==> src/hw/rtl/assert_macros.svh <==
// ----------------------------------------------------------------------------
// Assertion macros
// Shared concurrent assertion forms for the deadband cost block. They expand
// to nothing when SYNTH is defined.
// ----------------------------------------------------------------------------
`ifndef ASSERT_MACROS_SVH
`define ASSERT_MACROS_SVH

`ifndef SYNTH

// Same-cycle implication, checked at every rising clock edge out of reset.
`define VDC_ASSERT_IMP(label, clk, rst, ante, cons) \
   label: assert property (@(posedge clk) disable iff (rst) (ante) |-> (cons)) \
      else $error("assertion failed: same-cycle implication");

// Next-cycle implication, checked at every rising clock edge out of reset.
`define VDC_ASSERT_NXT(label, clk, rst, ante, cons) \
   label: assert property (@(posedge clk) disable iff (rst) (ante) |=> (cons)) \
      else $error("assertion failed: next-cycle implication");

`else

`define VDC_ASSERT_IMP(label, clk, rst, ante, cons)
`define VDC_ASSERT_NXT(label, clk, rst, ante, cons)

`endif

`endif

==> src/hw/rtl/vdc_pkg.sv <==
// ----------------------------------------------------------------------------
// vdc_pkg
// Types and fixed constants of the velocity deadband cost block: field
// widths, register indexes, reset values and sequencer codes.
// ----------------------------------------------------------------------------
package vdc_pkg;

   // Field widths.
   localparam int DB_W       = 16;
   localparam int COST_W     = 48;
   localparam int PEN_W      = 24;
   localparam int WEIGHT_W   = 16;
   localparam int STEP_T_W   = 16;
   localparam int POW_W      = 4;
   localparam int CSR_IDX_W  = 4;
   localparam int CSR_DATA_W = 16;

   // Shared multiplier: 48-bit multiplicand by one 16-bit digit per pass.
   localparam int DIGIT_W    = 16;
   localparam int NUM_DIGITS = 3;
   localparam int DIG_IDX_W  = 2;
   localparam int PROD_W     = COST_W + DIGIT_W;
   localparam int ACC_W      = COST_W + NUM_DIGITS * DIGIT_W;

   // Fixed-point bookkeeping.
   localparam int Q_SHIFT    = 16;
   localparam int WRAP_W     = 64;
   localparam int SCALED_W   = PEN_W + STEP_T_W + WEIGHT_W;

   localparam logic [PEN_W-1:0]  PEN_MAX  = '1;
   localparam logic [COST_W-1:0] COST_MAX = '1;

   // Register reset values.
   localparam logic [WEIGHT_W-1:0] WEIGHT_RESET    = 16'd8960;
   localparam logic [POW_W-1:0]    POWER_RESET     = 4'd1;
   localparam logic [STEP_T_W-1:0] STEP_TIME_RESET = 16'd3277;

   // Configuration register indexes.
   typedef enum logic [CSR_IDX_W-1:0] {
      CSR_DEADBAND_X   = 4'd0,
      CSR_DEADBAND_Y   = 4'd1,
      CSR_DEADBAND_YAW = 4'd2,
      CSR_COST_WEIGHT  = 4'd3,
      CSR_EXPONENT     = 4'd4,
      CSR_STEP_TIME    = 4'd5,
      CSR_HOLONOMIC    = 4'd6,
      CSR_ENABLED      = 4'd7
   } csr_index_type;

   // Sequencer states.
   typedef enum logic [2:0] {
      ST_IDLE,
      ST_MUL,
      ST_ACC,
      ST_NEXT,
      ST_DONE
   } state_type;

   // Which product the shared multiplier is working on.
   typedef enum logic [1:0] {
      OP_STEP_TIME,
      OP_WEIGHT,
      OP_POWER
   } op_type;

endpackage

==> src/hw/rtl/vdc_if.sv <==
// ----------------------------------------------------------------------------
// vdc_if
// Valid/ready channel interfaces of the deadband cost block: trajectory step
// words in, cost words out, and configuration register writes.
// ----------------------------------------------------------------------------

// Trajectory step channel.
interface vdc_req_if #(
   parameter int VEL_WIDTH = 16
);
   logic                            valid;
   logic                            ready;
   logic signed [VEL_WIDTH-1:0]     vel_x;
   logic signed [VEL_WIDTH-1:0]     vel_y;
   logic signed [VEL_WIDTH-1:0]     vel_yaw;
   logic [vdc_pkg::COST_W-1:0]      prior_cost;
   logic                            last_step;

   modport source (output valid, vel_x, vel_y, vel_yaw, prior_cost, last_step,
                   input ready);
   modport sink   (input valid, vel_x, vel_y, vel_yaw, prior_cost, last_step,
                   output ready);
endinterface

// Cost result channel.
interface vdc_rsp_if;
   logic                        valid;
   logic                        ready;
   logic [vdc_pkg::COST_W-1:0]  total_cost;
   logic [vdc_pkg::COST_W-1:0]  term_cost;

   modport source (output valid, total_cost, term_cost, input ready);
   modport sink   (input valid, total_cost, term_cost, output ready);
endinterface

// Configuration write channel.
interface vdc_csr_if;
   logic                            valid;
   logic                            ready;
   logic [vdc_pkg::CSR_IDX_W-1:0]   index;
   logic [vdc_pkg::CSR_DATA_W-1:0]  data;

   modport source (output valid, index, data, input ready);
   modport sink   (input valid, index, data, output ready);
endinterface

==> src/hw/rtl/velocity_deadband_cost_unit.sv <==
// ----------------------------------------------------------------------------
// velocity_deadband_cost_unit
// Deadband critic for sampled trajectories. Each step word adds, per axis (y
// only if holonomic), max(|deadband| - |velocity|, 0) to a saturating running
// sum; the final step scales the sum by step time and weight, applies the
// integer power and adds the prior cost, or passes the prior cost if disabled.
// ----------------------------------------------------------------------------
// A step word that is not the last of its trajectory leaves the block idle,
// and the next word may follow straight away. The last step word runs the sum
// through a single shared 48 x 16 bit multiplier, one 16-bit digit of the
// multiplier operand per pass (multiply state, then accumulate state), three
// passes and one decision state per product. With the block enabled there is a
// product for step time, one for weight and one more per power above 1; when
// disabled it goes straight to the output load. No step word is taken until
// the block is back in idle. A result waits in an output register, so the
// block takes new step words while it is held; a finished result is only held
// back if that register is still full. Configuration writes are taken in any
// cycle but must only be made while the block is idle.
// ----------------------------------------------------------------------------
`include "assert_macros.svh"

module velocity_deadband_cost_unit #(
   parameter int VEL_WIDTH = 16
) (
   input  logic        clock,
   input  logic        reset,
   vdc_req_if.sink     req,
   vdc_rsp_if.source   rsp,
   vdc_csr_if.sink     csr
);

   // Magnitudes carry one bit more than the wider of the two signed sources.
   localparam int MAG_W  = ((VEL_WIDTH > vdc_pkg::DB_W) ? VEL_WIDTH : vdc_pkg::DB_W) + 1;
   localparam int STEP_W = MAG_W + 2;
   localparam int SUM_W  = ((STEP_W > vdc_pkg::PEN_W) ? STEP_W : vdc_pkg::PEN_W) + 1;

   // Configuration registers.
   logic signed [vdc_pkg::DB_W-1:0]     db_x_ff, db_y_ff, db_yaw_ff;
   logic [vdc_pkg::WEIGHT_W-1:0]        weight_ff;
   logic [vdc_pkg::POW_W-1:0]           power_ff;
   logic [vdc_pkg::STEP_T_W-1:0]        step_time_ff;
   logic                                holonomic_ff;
   logic                                enabled_ff;

   // Sequencer control.
   vdc_pkg::state_type                  state_ff, state_in;
   vdc_pkg::op_type                     op_ff, op_in;
   logic [vdc_pkg::DIG_IDX_W-1:0]       dig_ff, dig_in;
   logic [vdc_pkg::POW_W-1:0]           pow_left_ff, pow_left_in;
   logic [vdc_pkg::PEN_W-1:0]           penalty_ff, penalty_in;
   logic                                rsp_valid_ff, rsp_valid_in;

   // Datapath.
   logic [vdc_pkg::COST_W-1:0]          opa_ff, opa_in;
   logic [vdc_pkg::COST_W-1:0]          opb_ff, opb_in;
   logic [vdc_pkg::PROD_W-1:0]          prod_ff, prod_in;
   logic [vdc_pkg::ACC_W-1:0]           acc_ff, acc_in;
   logic [vdc_pkg::COST_W-1:0]          prior_ff, prior_in;
   logic [vdc_pkg::COST_W-1:0]          total_ff, total_in;
   logic [vdc_pkg::COST_W-1:0]          term_ff, term_in;

   logic                                req_take;
   logic [MAG_W-1:0]                    term_x, term_y, term_yaw;
   logic [STEP_W-1:0]                   step_pen;
   logic [SUM_W-1:0]                    pen_sum;
   logic [vdc_pkg::PEN_W-1:0]           pen_sat;
   logic [vdc_pkg::DIGIT_W-1:0]         digit;
   logic [vdc_pkg::COST_W-1:0]          weighted;
   logic [vdc_pkg::COST_W-1:0]          powered;
   logic [vdc_pkg::COST_W:0]            total_sum;

   // Magnitude of a signed velocity sample, exact for the most negative code.
   function automatic logic [MAG_W-1:0] vel_mag(input logic signed [VEL_WIDTH-1:0] v);
      logic signed [MAG_W-1:0] s;
      s = MAG_W'(v);
      return s[MAG_W-1] ? $unsigned(-s) : $unsigned(s);
   endfunction

   // Magnitude of a signed deadband register.
   function automatic logic [MAG_W-1:0] db_mag(input logic signed [vdc_pkg::DB_W-1:0] d);
      logic signed [MAG_W-1:0] s;
      s = MAG_W'(d);
      return s[MAG_W-1] ? $unsigned(-s) : $unsigned(s);
   endfunction

   // Amount by which the deadband exceeds the velocity, else zero.
   function automatic logic [MAG_W-1:0] axis_term(input logic [MAG_W-1:0] d,
                                                  input logic [MAG_W-1:0] v);
      return (d > v) ? (d - v) : '0;
   endfunction

   assign req_take  = req.valid && req.ready;
   assign req.ready = (state_ff == vdc_pkg::ST_IDLE);
   assign csr.ready = 1'b1;

   assign rsp.valid      = rsp_valid_ff;
   assign rsp.total_cost = total_ff;
   assign rsp.term_cost  = term_ff;

   // Per-step penalty and the saturating running sum.
   always_comb begin
      term_x   = axis_term(db_mag(db_x_ff), vel_mag(req.vel_x));
      term_y   = holonomic_ff ? axis_term(db_mag(db_y_ff), vel_mag(req.vel_y)) : '0;
      term_yaw = axis_term(db_mag(db_yaw_ff), vel_mag(req.vel_yaw));
      step_pen = STEP_W'(term_x) + STEP_W'(term_y) + STEP_W'(term_yaw);
      pen_sum  = SUM_W'(penalty_ff) + SUM_W'(step_pen);
      pen_sat  = (pen_sum > SUM_W'(vdc_pkg::PEN_MAX)) ? vdc_pkg::PEN_MAX
                                                        : pen_sum[vdc_pkg::PEN_W-1:0];
   end

   // Digit of the multiplier operand for the current pass, most significant first.
   always_comb begin
      case (dig_ff)
         2'd0:    digit = opb_ff[0*vdc_pkg::DIGIT_W +: vdc_pkg::DIGIT_W];
         2'd1:    digit = opb_ff[1*vdc_pkg::DIGIT_W +: vdc_pkg::DIGIT_W];
         2'd2:    digit = opb_ff[2*vdc_pkg::DIGIT_W +: vdc_pkg::DIGIT_W];
         default: digit = '0;
      endcase
   end

   // Shared multiplier and shift-accumulate.
   assign prod_in = vdc_pkg::PROD_W'(opa_ff) * vdc_pkg::PROD_W'(digit);
   assign acc_in  = (state_ff == vdc_pkg::ST_ACC)
                  ? ((acc_ff << vdc_pkg::DIGIT_W) + vdc_pkg::ACC_W'(prod_ff))
                  : ((state_ff == vdc_pkg::ST_MUL) ? acc_ff : '0);

   // Q32.16 results of the weight product and of one power step.
   assign weighted = acc_ff[vdc_pkg::COST_W+vdc_pkg::Q_SHIFT-1:vdc_pkg::Q_SHIFT];
   assign powered  = (acc_ff[vdc_pkg::ACC_W-1:vdc_pkg::WRAP_W] != '0) ? vdc_pkg::COST_MAX
                   : acc_ff[vdc_pkg::COST_W+vdc_pkg::Q_SHIFT-1:vdc_pkg::Q_SHIFT];
   assign total_sum = {1'b0, prior_ff} + {1'b0, opa_ff};

   // Sequencer: next state and datapath loads.
   always_comb begin
      state_in     = state_ff;
      op_in        = op_ff;
      dig_in       = dig_ff;
      pow_left_in  = pow_left_ff;
      penalty_in   = penalty_ff;
      opa_in       = opa_ff;
      opb_in       = opb_ff;
      prior_in     = prior_ff;
      total_in     = total_ff;
      term_in      = term_ff;
      rsp_valid_in = rsp_valid_ff && !rsp.ready;

      case (state_ff)
         vdc_pkg::ST_IDLE: begin
            if (req_take) begin
               if (req.last_step) begin
                  penalty_in = '0;
                  prior_in   = req.prior_cost;
                  if (enabled_ff) begin
                     opa_in   = vdc_pkg::COST_W'(pen_sat);
                     opb_in   = vdc_pkg::COST_W'(step_time_ff);
                     op_in    = vdc_pkg::OP_STEP_TIME;
                     dig_in   = vdc_pkg::DIG_IDX_W'(vdc_pkg::NUM_DIGITS - 1);
                     state_in = vdc_pkg::ST_MUL;
                  end else begin
                     opa_in   = '0;
                     state_in = vdc_pkg::ST_DONE;
                  end
               end else begin
                  penalty_in = pen_sat;
               end
            end
         end

         vdc_pkg::ST_MUL: begin
            state_in = vdc_pkg::ST_ACC;
         end

         vdc_pkg::ST_ACC: begin
            if (dig_ff == '0) begin
               state_in = vdc_pkg::ST_NEXT;
            end else begin
               dig_in   = dig_ff - 1'b1;
               state_in = vdc_pkg::ST_MUL;
            end
         end

         vdc_pkg::ST_NEXT: begin
            dig_in = vdc_pkg::DIG_IDX_W'(vdc_pkg::NUM_DIGITS - 1);
            case (op_ff)
               vdc_pkg::OP_STEP_TIME: begin
                  opa_in   = acc_ff[vdc_pkg::COST_W-1:0];
                  opb_in   = vdc_pkg::COST_W'(weight_ff);
                  op_in    = vdc_pkg::OP_WEIGHT;
                  state_in = vdc_pkg::ST_MUL;
               end
               vdc_pkg::OP_WEIGHT: begin
                  opa_in = weighted;
                  if (power_ff > vdc_pkg::POW_W'(1)) begin
                     opb_in      = weighted;
                     pow_left_in = power_ff - 1'b1;
                     op_in       = vdc_pkg::OP_POWER;
                     state_in    = vdc_pkg::ST_MUL;
                  end else begin
                     state_in = vdc_pkg::ST_DONE;
                  end
               end
               vdc_pkg::OP_POWER: begin
                  opa_in      = powered;
                  pow_left_in = pow_left_ff - 1'b1;
                  if (pow_left_ff == vdc_pkg::POW_W'(1)) begin
                     state_in = vdc_pkg::ST_DONE;
                  end else begin
                     state_in = vdc_pkg::ST_MUL;
                  end
               end
               default: begin
                  state_in = vdc_pkg::ST_IDLE;
               end
            endcase
         end

         vdc_pkg::ST_DONE: begin
            // Load the output register once it is free.
            if (!rsp_valid_ff || rsp.ready) begin
               total_in     = total_sum[vdc_pkg::COST_W] ? vdc_pkg::COST_MAX
                                                         : total_sum[vdc_pkg::COST_W-1:0];
               term_in      = opa_ff;
               rsp_valid_in = 1'b1;
               state_in     = vdc_pkg::ST_IDLE;
            end
         end

         default: begin
            state_in = vdc_pkg::ST_IDLE;
         end
      endcase
   end

   // Control state.
   always_ff @(posedge clock) begin
      if (reset) begin
         state_ff     <= vdc_pkg::ST_IDLE;
         op_ff        <= vdc_pkg::OP_STEP_TIME;
         dig_ff       <= '0;
         pow_left_ff  <= '0;
         penalty_ff   <= '0;
         rsp_valid_ff <= 1'b0;
      end else begin
         state_ff     <= state_in;
         op_ff        <= op_in;
         dig_ff       <= dig_in;
         pow_left_ff  <= pow_left_in;
         penalty_ff   <= penalty_in;
         rsp_valid_ff <= rsp_valid_in;
      end
   end

   // Datapath registers.
   always_ff @(posedge clock) begin
      opa_ff   <= opa_in;
      opb_ff   <= opb_in;
      prod_ff  <= prod_in;
      acc_ff   <= acc_in;
      prior_ff <= prior_in;
      total_ff <= total_in;
      term_ff  <= term_in;
   end

   // Configuration registers; unknown indexes are ignored.
   always_ff @(posedge clock) begin
      if (reset) begin
         db_x_ff      <= '0;
         db_y_ff      <= '0;
         db_yaw_ff    <= '0;
         weight_ff    <= vdc_pkg::WEIGHT_RESET;
         power_ff     <= vdc_pkg::POWER_RESET;
         step_time_ff <= vdc_pkg::STEP_TIME_RESET;
         holonomic_ff <= 1'b0;
         enabled_ff   <= 1'b1;
      end else if (csr.valid && csr.ready) begin
         case (vdc_pkg::csr_index_type'(csr.index))
            vdc_pkg::CSR_DEADBAND_X:   db_x_ff      <= $signed(csr.data);
            vdc_pkg::CSR_DEADBAND_Y:   db_y_ff      <= $signed(csr.data);
            vdc_pkg::CSR_DEADBAND_YAW: db_yaw_ff    <= $signed(csr.data);
            vdc_pkg::CSR_COST_WEIGHT:  weight_ff    <= csr.data;
            vdc_pkg::CSR_EXPONENT:     power_ff     <= csr.data[vdc_pkg::POW_W-1:0];
            vdc_pkg::CSR_STEP_TIME:    step_time_ff <= csr.data;
            vdc_pkg::CSR_HOLONOMIC:    holonomic_ff <= csr.data[0];
            vdc_pkg::CSR_ENABLED:      enabled_ff   <= csr.data[0];
            default: ;
         endcase
      end
   end

   // A step word that is not the last leaves the block ready for the next.
   `VDC_ASSERT_NXT(a_mid_step_stays_idle, clock, reset, req_take && !req.last_step, state_ff == vdc_pkg::ST_IDLE)
   // The running sum is cleared by every last step word.
   `VDC_ASSERT_NXT(a_sum_cleared_on_last, clock, reset, req_take && req.last_step, penalty_ff == '0)
   // The scaled sum always fits in 56 bits before the Q16 shift.
   `VDC_ASSERT_IMP(a_weight_product_fits, clock, reset, (state_ff == vdc_pkg::ST_NEXT) && (op_ff == vdc_pkg::OP_WEIGHT), acc_ff[vdc_pkg::ACC_W-1:vdc_pkg::SCALED_W] == '0)
   // A power step is only finished while at least one remains.
   `VDC_ASSERT_IMP(a_power_count_live, clock, reset, (state_ff == vdc_pkg::ST_NEXT) && (op_ff == vdc_pkg::OP_POWER), pow_left_ff != '0)

endmodule

==> src/flat_wrapper.sv <==
// flat-port wrapper written by rule: the top's interface ports become plain ports
module velocity_deadband_cost_unit_flat 
#(
   parameter int VEL_WIDTH = 16
)
  (clock, reset, req_valid, req_vel_x, req_vel_y, req_vel_yaw, req_prior_cost, req_last_step, req_ready, rsp_valid, rsp_total_cost, rsp_term_cost, rsp_ready, csr_valid, csr_index, csr_data, csr_ready);
  vdc_req_if #(.VEL_WIDTH(VEL_WIDTH)) req_i ();
  vdc_rsp_if rsp_i ();
  vdc_csr_if csr_i ();
  input  logic clock;
  input  logic reset;
  input wire logic [$bits(req_i.valid)-1:0] req_valid;
  input wire logic [$bits(req_i.vel_x)-1:0] req_vel_x;
  input wire logic [$bits(req_i.vel_y)-1:0] req_vel_y;
  input wire logic [$bits(req_i.vel_yaw)-1:0] req_vel_yaw;
  input wire logic [$bits(req_i.prior_cost)-1:0] req_prior_cost;
  input wire logic [$bits(req_i.last_step)-1:0] req_last_step;
  output wire logic [$bits(req_i.ready)-1:0] req_ready;
  output wire logic [$bits(rsp_i.valid)-1:0] rsp_valid;
  output wire logic [$bits(rsp_i.total_cost)-1:0] rsp_total_cost;
  output wire logic [$bits(rsp_i.term_cost)-1:0] rsp_term_cost;
  input wire logic [$bits(rsp_i.ready)-1:0] rsp_ready;
  input wire logic [$bits(csr_i.valid)-1:0] csr_valid;
  input wire logic [$bits(csr_i.index)-1:0] csr_index;
  input wire logic [$bits(csr_i.data)-1:0] csr_data;
  output wire logic [$bits(csr_i.ready)-1:0] csr_ready;
  assign req_i.valid = req_valid;
  assign req_i.vel_x = req_vel_x;
  assign req_i.vel_y = req_vel_y;
  assign req_i.vel_yaw = req_vel_yaw;
  assign req_i.prior_cost = req_prior_cost;
  assign req_i.last_step = req_last_step;
  assign req_ready = req_i.ready;
  assign rsp_valid = rsp_i.valid;
  assign rsp_total_cost = rsp_i.total_cost;
  assign rsp_term_cost = rsp_i.term_cost;
  assign rsp_i.ready = rsp_ready;
  assign csr_i.valid = csr_valid;
  assign csr_i.index = csr_index;
  assign csr_i.data = csr_data;
  assign csr_ready = csr_i.ready;
  velocity_deadband_cost_unit #(.VEL_WIDTH(VEL_WIDTH)) u_core (.clock(clock), .reset(reset), .req(req_i), .rsp(rsp_i), .csr(csr_i));
endmodule
==> config.mk <==
export PLATFORM = sky130hd
export DESIGN_NAME = velocity_deadband_cost_unit_flat
export DESIGN_NICKNAME = d
export VERILOG_FILES = /design/src/hw/rtl/vdc_pkg.sv /design/src/hw/rtl/vdc_if.sv /design/src/hw/rtl/velocity_deadband_cost_unit.sv /design/src/flat_wrapper.sv
export VERILOG_INCLUDE_DIRS = /design/src /design/src/hw/rtl
export SDC_FILE = /design/constraint.sdc
export NUM_CORES = 2
export LEC_CHECK = 0
export BUFFER_PORTS_ARGS = -buffer_cell sky130_fd_sc_hd__buf_2
export CAP_MARGIN = 20
export CORE_MARGIN = 8
export CORE_UTILIZATION = 30
export DETAILED_ROUTE_END_ITERATION = 6
export SLEW_MARGIN = 20
export SYNTH_ARGS = -nofsm -noshare
export SYNTH_HDL_FRONTEND = slang
export SYNTH_SLANG_ARGS = --single-unit
==> constraint.sdc <==
create_clock -name clock -period 8.4 [get_ports clock]
set_input_delay 0.42 -clock clock [delete_from_list [all_inputs] [get_ports clock]]
set_output_delay 0.42 -clock clock [all_outputs]
set_load 0.05 [all_outputs]
== Word-level counts from Yosys, hierarchy flattened ==
Index checks and enable logic that the tools add are counted.
Operators by class
  add/subtract/negate cells: 17
  multipliers: 1
  order comparisons: 5
  equality and inequality tests: 26
  mux-type cells: 51
  reductions and logical operators: 29
Operator list (number)
  2-to-1 mux 48 bit: 7
  case mux 48 bit (2 select lines): 3
  2-to-1 mux 96 bit: 2
  2-to-1 mux 17 bit: 10
  case mux 48 bit (3 select lines): 1
  negation 16 -> 17 bit: 6
  adder 96 x 64 -> 96 bit: 1
  2-to-1 mux 24 bit: 3
  multiplier 48 x 16 -> 64 bit: 1
  > comparator 17 bit: 3
  subtractor 17 bit: 3
  adder 48 x 48 -> 49 bit: 1
  case mux 16 bit (3 select lines): 1
  nonzero test 32 bit: 1
  adder 24 x 19 -> 25 bit: 1
  > comparator 25 x 24 -> 1 bit (second input constant): 1
  AND reduction 2 bit: 10
  adder 19 x 17 -> 19 bit: 1
  adder 17 x 17 -> 18 bit: 1
  2-to-1 mux 2 bit: 9
  2-to-1 mux 3 bit: 6
  equality test 4 x 3 -> 1 bit (second input constant): 4
  case mux 3 bit (5 select lines): 1
  case mux 3 bit (3 select lines): 1
  32 further kinds: 51
Storage, ports and cells
  register bits: 522
  input port bits: 122
  output and inout port bits: 99

== Logic depth before layout (Yosys ltp) ==
  depth in word-level cells: 14
  gate-level depth with buffers: 45
  mapped depth without buffers: 44

== Worst setup path after synthesis ==
No wires, ideal clock.
  path type: in2reg
  start point: input port req_vel_x[0]
  end point: register u_core.opa_ff[10] in the netlist's numbering (data pin)
  library setup time: 0.163 ns
  arrival: 8.277 ns
  data required time: 8.237 ns
  slack: -0.040 ns
  stages: 41
  path through: nor3_1 nand2_1 or3_1 or3_1 or3_1 o31ai_1 xor2_1 ha_1 and2_1 a221oi_1 a31oi_1 o21a_1 o21ai_2 buf_4 nor2_1 ha_1 a21o_1 a21oi_1 (+5 left out) ha_1 and3_1 a21oi_1 o21ai_0 o21bai_1 o21ai_0 o21a_1 nor2_1 xnor2_1 ha_1 clkbuf_1 and3_1 nand4_1 o22ai_1 buf_2 buf_1 nor2_1 o221ai_1
On the way
  longest elaborated chain between the ends: 13
  elaborated cells on any way between the ends: 14
  those cells by class: add/sub: 5; order compare: 2; mux: 7
Ends and longest elaborated chain
  start: declaration: RTL line flat_wrapper.sv:13  | input wire logic [$bits(req_i.vel_x)-1:0] req_vel_x;
  negation 16 -> 17 bit: RTL line velocity_deadband_cost_unit.sv:76  | return s[MAG_W-1] ? $unsigned(-s) : $unsigned(s);
  2-to-1 mux 17 bit *: RTL line velocity_deadband_cost_unit.sv:76
  subtractor 17 bit / > comparator 17 bit (equally long branches): RTL line velocity_deadband_cost_unit.sv:89  | return (d > v) ? (d - v) : '0;
  2-to-1 mux 17 bit *: RTL line velocity_deadband_cost_unit.sv:89
  adder 17 x 17 -> 18 bit *: RTL line velocity_deadband_cost_unit.sv:105  | step_pen = STEP_W'(term_x) + STEP_W'(term_y) + STEP_W'(term_yaw);
  adder 19 x 17 -> 19 bit *: RTL line velocity_deadband_cost_unit.sv:105
  adder 24 x 19 -> 25 bit *: RTL line velocity_deadband_cost_unit.sv:106  | pen_sum = SUM_W'(penalty_ff) + SUM_W'(step_pen);
  > comparator 25 x 24 -> 1 bit: RTL line velocity_deadband_cost_unit.sv:107  | pen_sat = (pen_sum > SUM_W'(vdc_pkg::PEN_MAX)) ? vdc_pkg::PEN_MAX
  2-to-1 mux 24 bit *: RTL line velocity_deadband_cost_unit.sv:107
  2-to-1 mux 24 bit *: RTL line velocity_deadband_cost_unit.sv:153  | if (enabled_ff) begin
  2-to-1 mux 48 bit *: RTL line velocity_deadband_cost_unit.sv:150  | if (req.last_step) begin
  2-to-1 mux 48 bit *: RTL line velocity_deadband_cost_unit.sv:149  | if (req_take) begin
  case mux 48 bit (2 select lines) *: RTL line velocity_deadband_cost_unit.sv:147  | case (state_ff)
  named net u_core.opa_in (one bit): RTL line velocity_deadband_cost_unit.sv:54  | logic [vdc_pkg::COST_W-1:0] opa_ff, opa_in;
  end signal: assignment: RTL line velocity_deadband_cost_unit.sv:255  | opa_ff <= opa_in;
  end: declaration: RTL line velocity_deadband_cost_unit.sv:54
Mark *: on every way through the listed nets, which the timed path passes. The rest lies on a longest branch. The select of a mux whose other input is x is not followed.
A chain may end at the register's enable or synchronous reset.

== Final worst setup path ==
  start point: register u_core.dig_ff[1] in the netlist's numbering
  end point: register u_core.prod_ff[57] in the netlist's numbering
On the way
  longest elaborated chain between the ends: 3
  elaborated cells on any way between the ends: 5
  those cells by class: mul: 1; eq/ne: 2; mux: 1; reduce/logical: 1
Ends and longest elaborated chain
  start: declaration: RTL line velocity_deadband_cost_unit.sv:48  | logic [vdc_pkg::DIG_IDX_W-1:0] dig_ff, dig_in;
  start signal: assignment: RTL line velocity_deadband_cost_unit.sv:246  | dig_ff <= dig_in;
  equality test 2 bit, or another cell as far along: RTL line velocity_deadband_cost_unit.sv:113  | case (dig_ff)
  case mux 16 bit (3 select lines) *: RTL line velocity_deadband_cost_unit.sv:113
  multiplier 48 x 16 -> 64 bit *: RTL line velocity_deadband_cost_unit.sv:122  | assign prod_in = vdc_pkg::PROD_W'(opa_ff) * vdc_pkg::PROD_W'(digit);
  named net u_core.prod_in (one bit): RTL line velocity_deadband_cost_unit.sv:56  | logic [vdc_pkg::PROD_W-1:0] prod_ff, prod_in;
  end signal: assignment: RTL line velocity_deadband_cost_unit.sv:257  | prod_ff <= prod_in;
  end: declaration: RTL line velocity_deadband_cost_unit.sv:56
Mark *: on every way through the listed nets, which the timed path passes. The rest lies on a longest branch.

==> results.txt <==
----------------------------------------------------
[Run status]
  Status ... completed

[Setup path]
  WP data required ... 8.96 ns
  Capturing element type of the critical path ... flip-flop
  Crit start category ... flip-flop
  Cell with the largest stage delay on the worst path ... sky130_fd_sc_hd__fa_1
  Most prevalent standard cell on the critical path ... sky130_fd_sc_hd__fa_1
  Stage delay of the slowest cell on the critical path ... 0.58 ns
  Highest net fanout along the worst path ... 27
  Critical setup path kind ... reg2reg
  Data arrival at the endpoint of the critical path ... 8.63 ns

[Synthesis]
  Total of flip-flops plus latches after synthesis ... 522
  Post-synth top area share ... 23.98%
  Most used flip-flop cell after synthesis ... sky130_fd_sc_hd__edfxtp_1
  Post-Syn Area per Cell ... 9.203 µm²
  Mapped Cells ... 5896
  Yosys warning count ... 0
  Most area-hungry cell type in the Yosys netlist ... sky130_fd_sc_hd__fa_1
  Sequential area share after synthesis ... 25.46%
  Post-synthesis async set-or-reset flop share ... 0%
  Synth unique cells ... 107
  Combined area of all synthesized cells ... 54260 µm²
  Most area-consuming cells after synthesis ... sky130_fd_sc_hd__fa_1 24%, sky130_fd_sc_hd__edfxtp_1 19%, sky130_fd_sc_hd__ha_1 8.2%, sky130_fd_sc_hd__dfxtp_1 6.9%, sky130_fd_sc_hd__nand2_1 6.7%
  Number of enable-type register cells in the synthesized netlist ... 336

[STA]
  Post-layout minimum cycle time ... 8.076 ns
  Final setup violation count ... 0
  Portion of the clock cycle consumed by the worst path in the final layout ... 96.14%
  Final hold slack ... 0.1149 ns
  Worst slew pin tran ... 1.127 ns
  Fin. Hold Viols ... 0
  RSZ-0062 raised after global routing ... false
  Achievable frequency ... 123.8 MHz
  Worst setup margin ... 0.3245 ns
  Clock Skews ... 0.04570 ns
  Setup_tns ... 0 ns
  Headroom to the max-slew limit ... 24.70%
  Pins Over Slew Limit ... 0

[Final layout]
  Area growth, synth to finish ... 15.18%
  Share of post-route cells with drive strength above 1 ... 11.91%
  Post-layout net count ... 7356
  Number of filler cells placed in the layout ... 18300
  Final instance area ... 62500 µm²
  Combined flip-flop and latch cell area ... 13820 µm²
  Multi-input logic area ... 37380 µm²

[Place]
  Input/output buffers ... 219
  Worst slack, placed ... -0.3936 ns
  Cell area after placement ... 59520 µm²
  GPL Wtd Cong ... 0.9038
  Detailed placement HPWL ... 124.2 mm

[Routing]
  Final routed wirelength across all metal layers ... 159.3 mm
  Residual DRC count ... 0
  Final routed wire length divided by cell count ... 18.41 µm
  Antenna violation net count after detailed routing ... 0
  First-iteration detailed-routing DRC count ... 3023
  First drt pass iteration count ... 6
  Overall via count from detail_route ... 43450
  Drt via density ... 5.023

[GRT]
  Total routing resource utilization after global routing ... 15.95%
  Vias in the first global route ... 44340
  Number of antenna violations at the first check in global routing ... 3
  Wire length of the first global-routing pass ... 249.5 mm
  Total overflow reported by the global router ... 0
  Pin count of the biggest net entering global routing ... 78

[CTS]
  CTS root buffer ... sky130_fd_sc_hd__clkbuf_16
  Clock Tree Buf Depth ... 3
  TritonCTS clock tree ... done
  Number of sinks handled by clock tree synthesis ... 522
  Register clock-pin slew on the reported worst setup and hold paths ... 0.07 ns
  Number of clock buffers inserted by TritonCTS ... 59
  Worst skew pair latency ... 0.69 ns
  Number of levels the H-tree was split into ... 2

[Floorplan]
  Core box area ... 180200 µm²
  Vertical die dimension ... 441.3 µm
  Die X-Extent ... 441.3 µm
  Standard-cell row count ... 156
  Initial standard-cell utilization of the core ... 30.12%
  Die Outline Area ... 194700 µm²
  Number of top-level pins ... 221

[Min path]
  Classification of the worst-slack hold path ... in2reg

[Run]
  Number of max-cap violations ... 0

----------------------------------------------------
==> registers in the layout, indices dropped and copies added (netlist names), 24 cells and up <==
name,flops
u_core.prior_ff,48
u_core.opa_ff,48
u_core.opb_ff,48
u_core.acc_ff,96
u_core.prod_ff,64
u_core.rsp.term_cost,48
u_core.rsp.total_cost,48
u_core.penalty_ff,24
==> cells in the mapped netlist, types with 105 or more instances <==
cell,number
sky130_fd_sc_hd__nand2_1,974
sky130_fd_sc_hd__inv_1,653
sky130_fd_sc_hd__fa_1,650
sky130_fd_sc_hd__nor2_1,382
sky130_fd_sc_hd__ha_1,355
sky130_fd_sc_hd__edfxtp_1,336
sky130_fd_sc_hd__a21oi_1,297
sky130_fd_sc_hd__clkbuf_1,249
sky130_fd_sc_hd__and2_1,238
sky130_fd_sc_hd__o21ai_0,216
sky130_fd_sc_hd__xnor2_1,210
sky130_fd_sc_hd__dfxtp_1,186
sky130_fd_sc_hd__a21o_1,127
sky130_fd_sc_hd__xor2_1,105
==> cell usage in the layout (no fill, tap or decap), drive strengths merged, types with 186 or more instances in the layout <==
master / n
buf: 499
fa: 650
a21oi: 302
nor2: 382
and2: 238
o21ai: 231
xnor2: 210
nand2: 974
edfxtp: 336
dfxtp: 186
inv: 660
ha: 355
==> layout make-up <==
class,count,area share [%]
timing repair buffer,548,6.130
inverter,654,3.928
tap,2370,4.745
antenna,1,0.004004
clock inverter,42,0.7488
multi-input combinational,4444,59.81
clock buffer,70,2.527
sequential,522,22.11
==> cell families (layout without fill, tap and decap cells) <==
kind of cell | Yosys count | in the layout | synth area share [%]
other cells | 2 | 8 | 0.01384
fa+ha+maj | 1005 | 1005 | 32.17
mux | 62 | 62 | 1.144
buf+inv | 935 | 1314 | 6.540
compound gates | 994 | 994 | 12.09
simple gates | 2061 | 2061 | 17.50
xor+xnor | 315 | 315 | 5.085
flops | 522 | 522 | 25.46
==> through the flow <==
step | instances | utilization [%]
final | 8651 | 34.69
after global routing | 8650 | 34.69
after CTS | 8634 | 34.45
after detailed placement | 8473 | 33.04
after global placement | 8473 | 33.03
after floorplan | 5901 | -
==> metal layers <==
metal  vias up  track usage (%)  wire length (µm)
met5         -                0                 0
li1      20210                -                 -
met3       225            2.424             11030
met1     21580            22.49             72670
met2      1432            25.75             71760
met4         0            3.830              3841
==> final timing paths <==
check / slack, ns / depth (start not counted) / endpoint / start
min: 0.11 / 3 / u_core.step_time_ff[4] / csr_data[4]
max: 0.32 / 28 / u_core.prod_ff[57] / u_core.dig_ff[1]
min reg2reg: 0.46 / 2 / u_core.weight_ff[5] / u_core.weight_ff[5]
max reg2reg: 0.32 / 28 / u_core.prod_ff[57] / u_core.dig_ff[1]
==> critical path, delay by kind of cell (launching register included) <==
kind            cells  cell delay, ns
fa+ha+maj           8            3.63
flops               1            0.39
compound gates      7            2.08
simple gates        6            0.89
buf+inv             7            0.96
==> what timing repair did <==
action | CTS | global route
hold buffers | 48 | 0
setup endpoints to repair | 10 | 64
hold endpoints to repair | 48 | 0
pin swaps | 1 | 37
gates resized for setup | 3 | 83
setup buffers | 1 | 15
gates cloned | 0 | 1
Power is left out: the tool's default activity adds up to more than one toggle a clock period on the data nets, which glitch-free logic cannot reach.
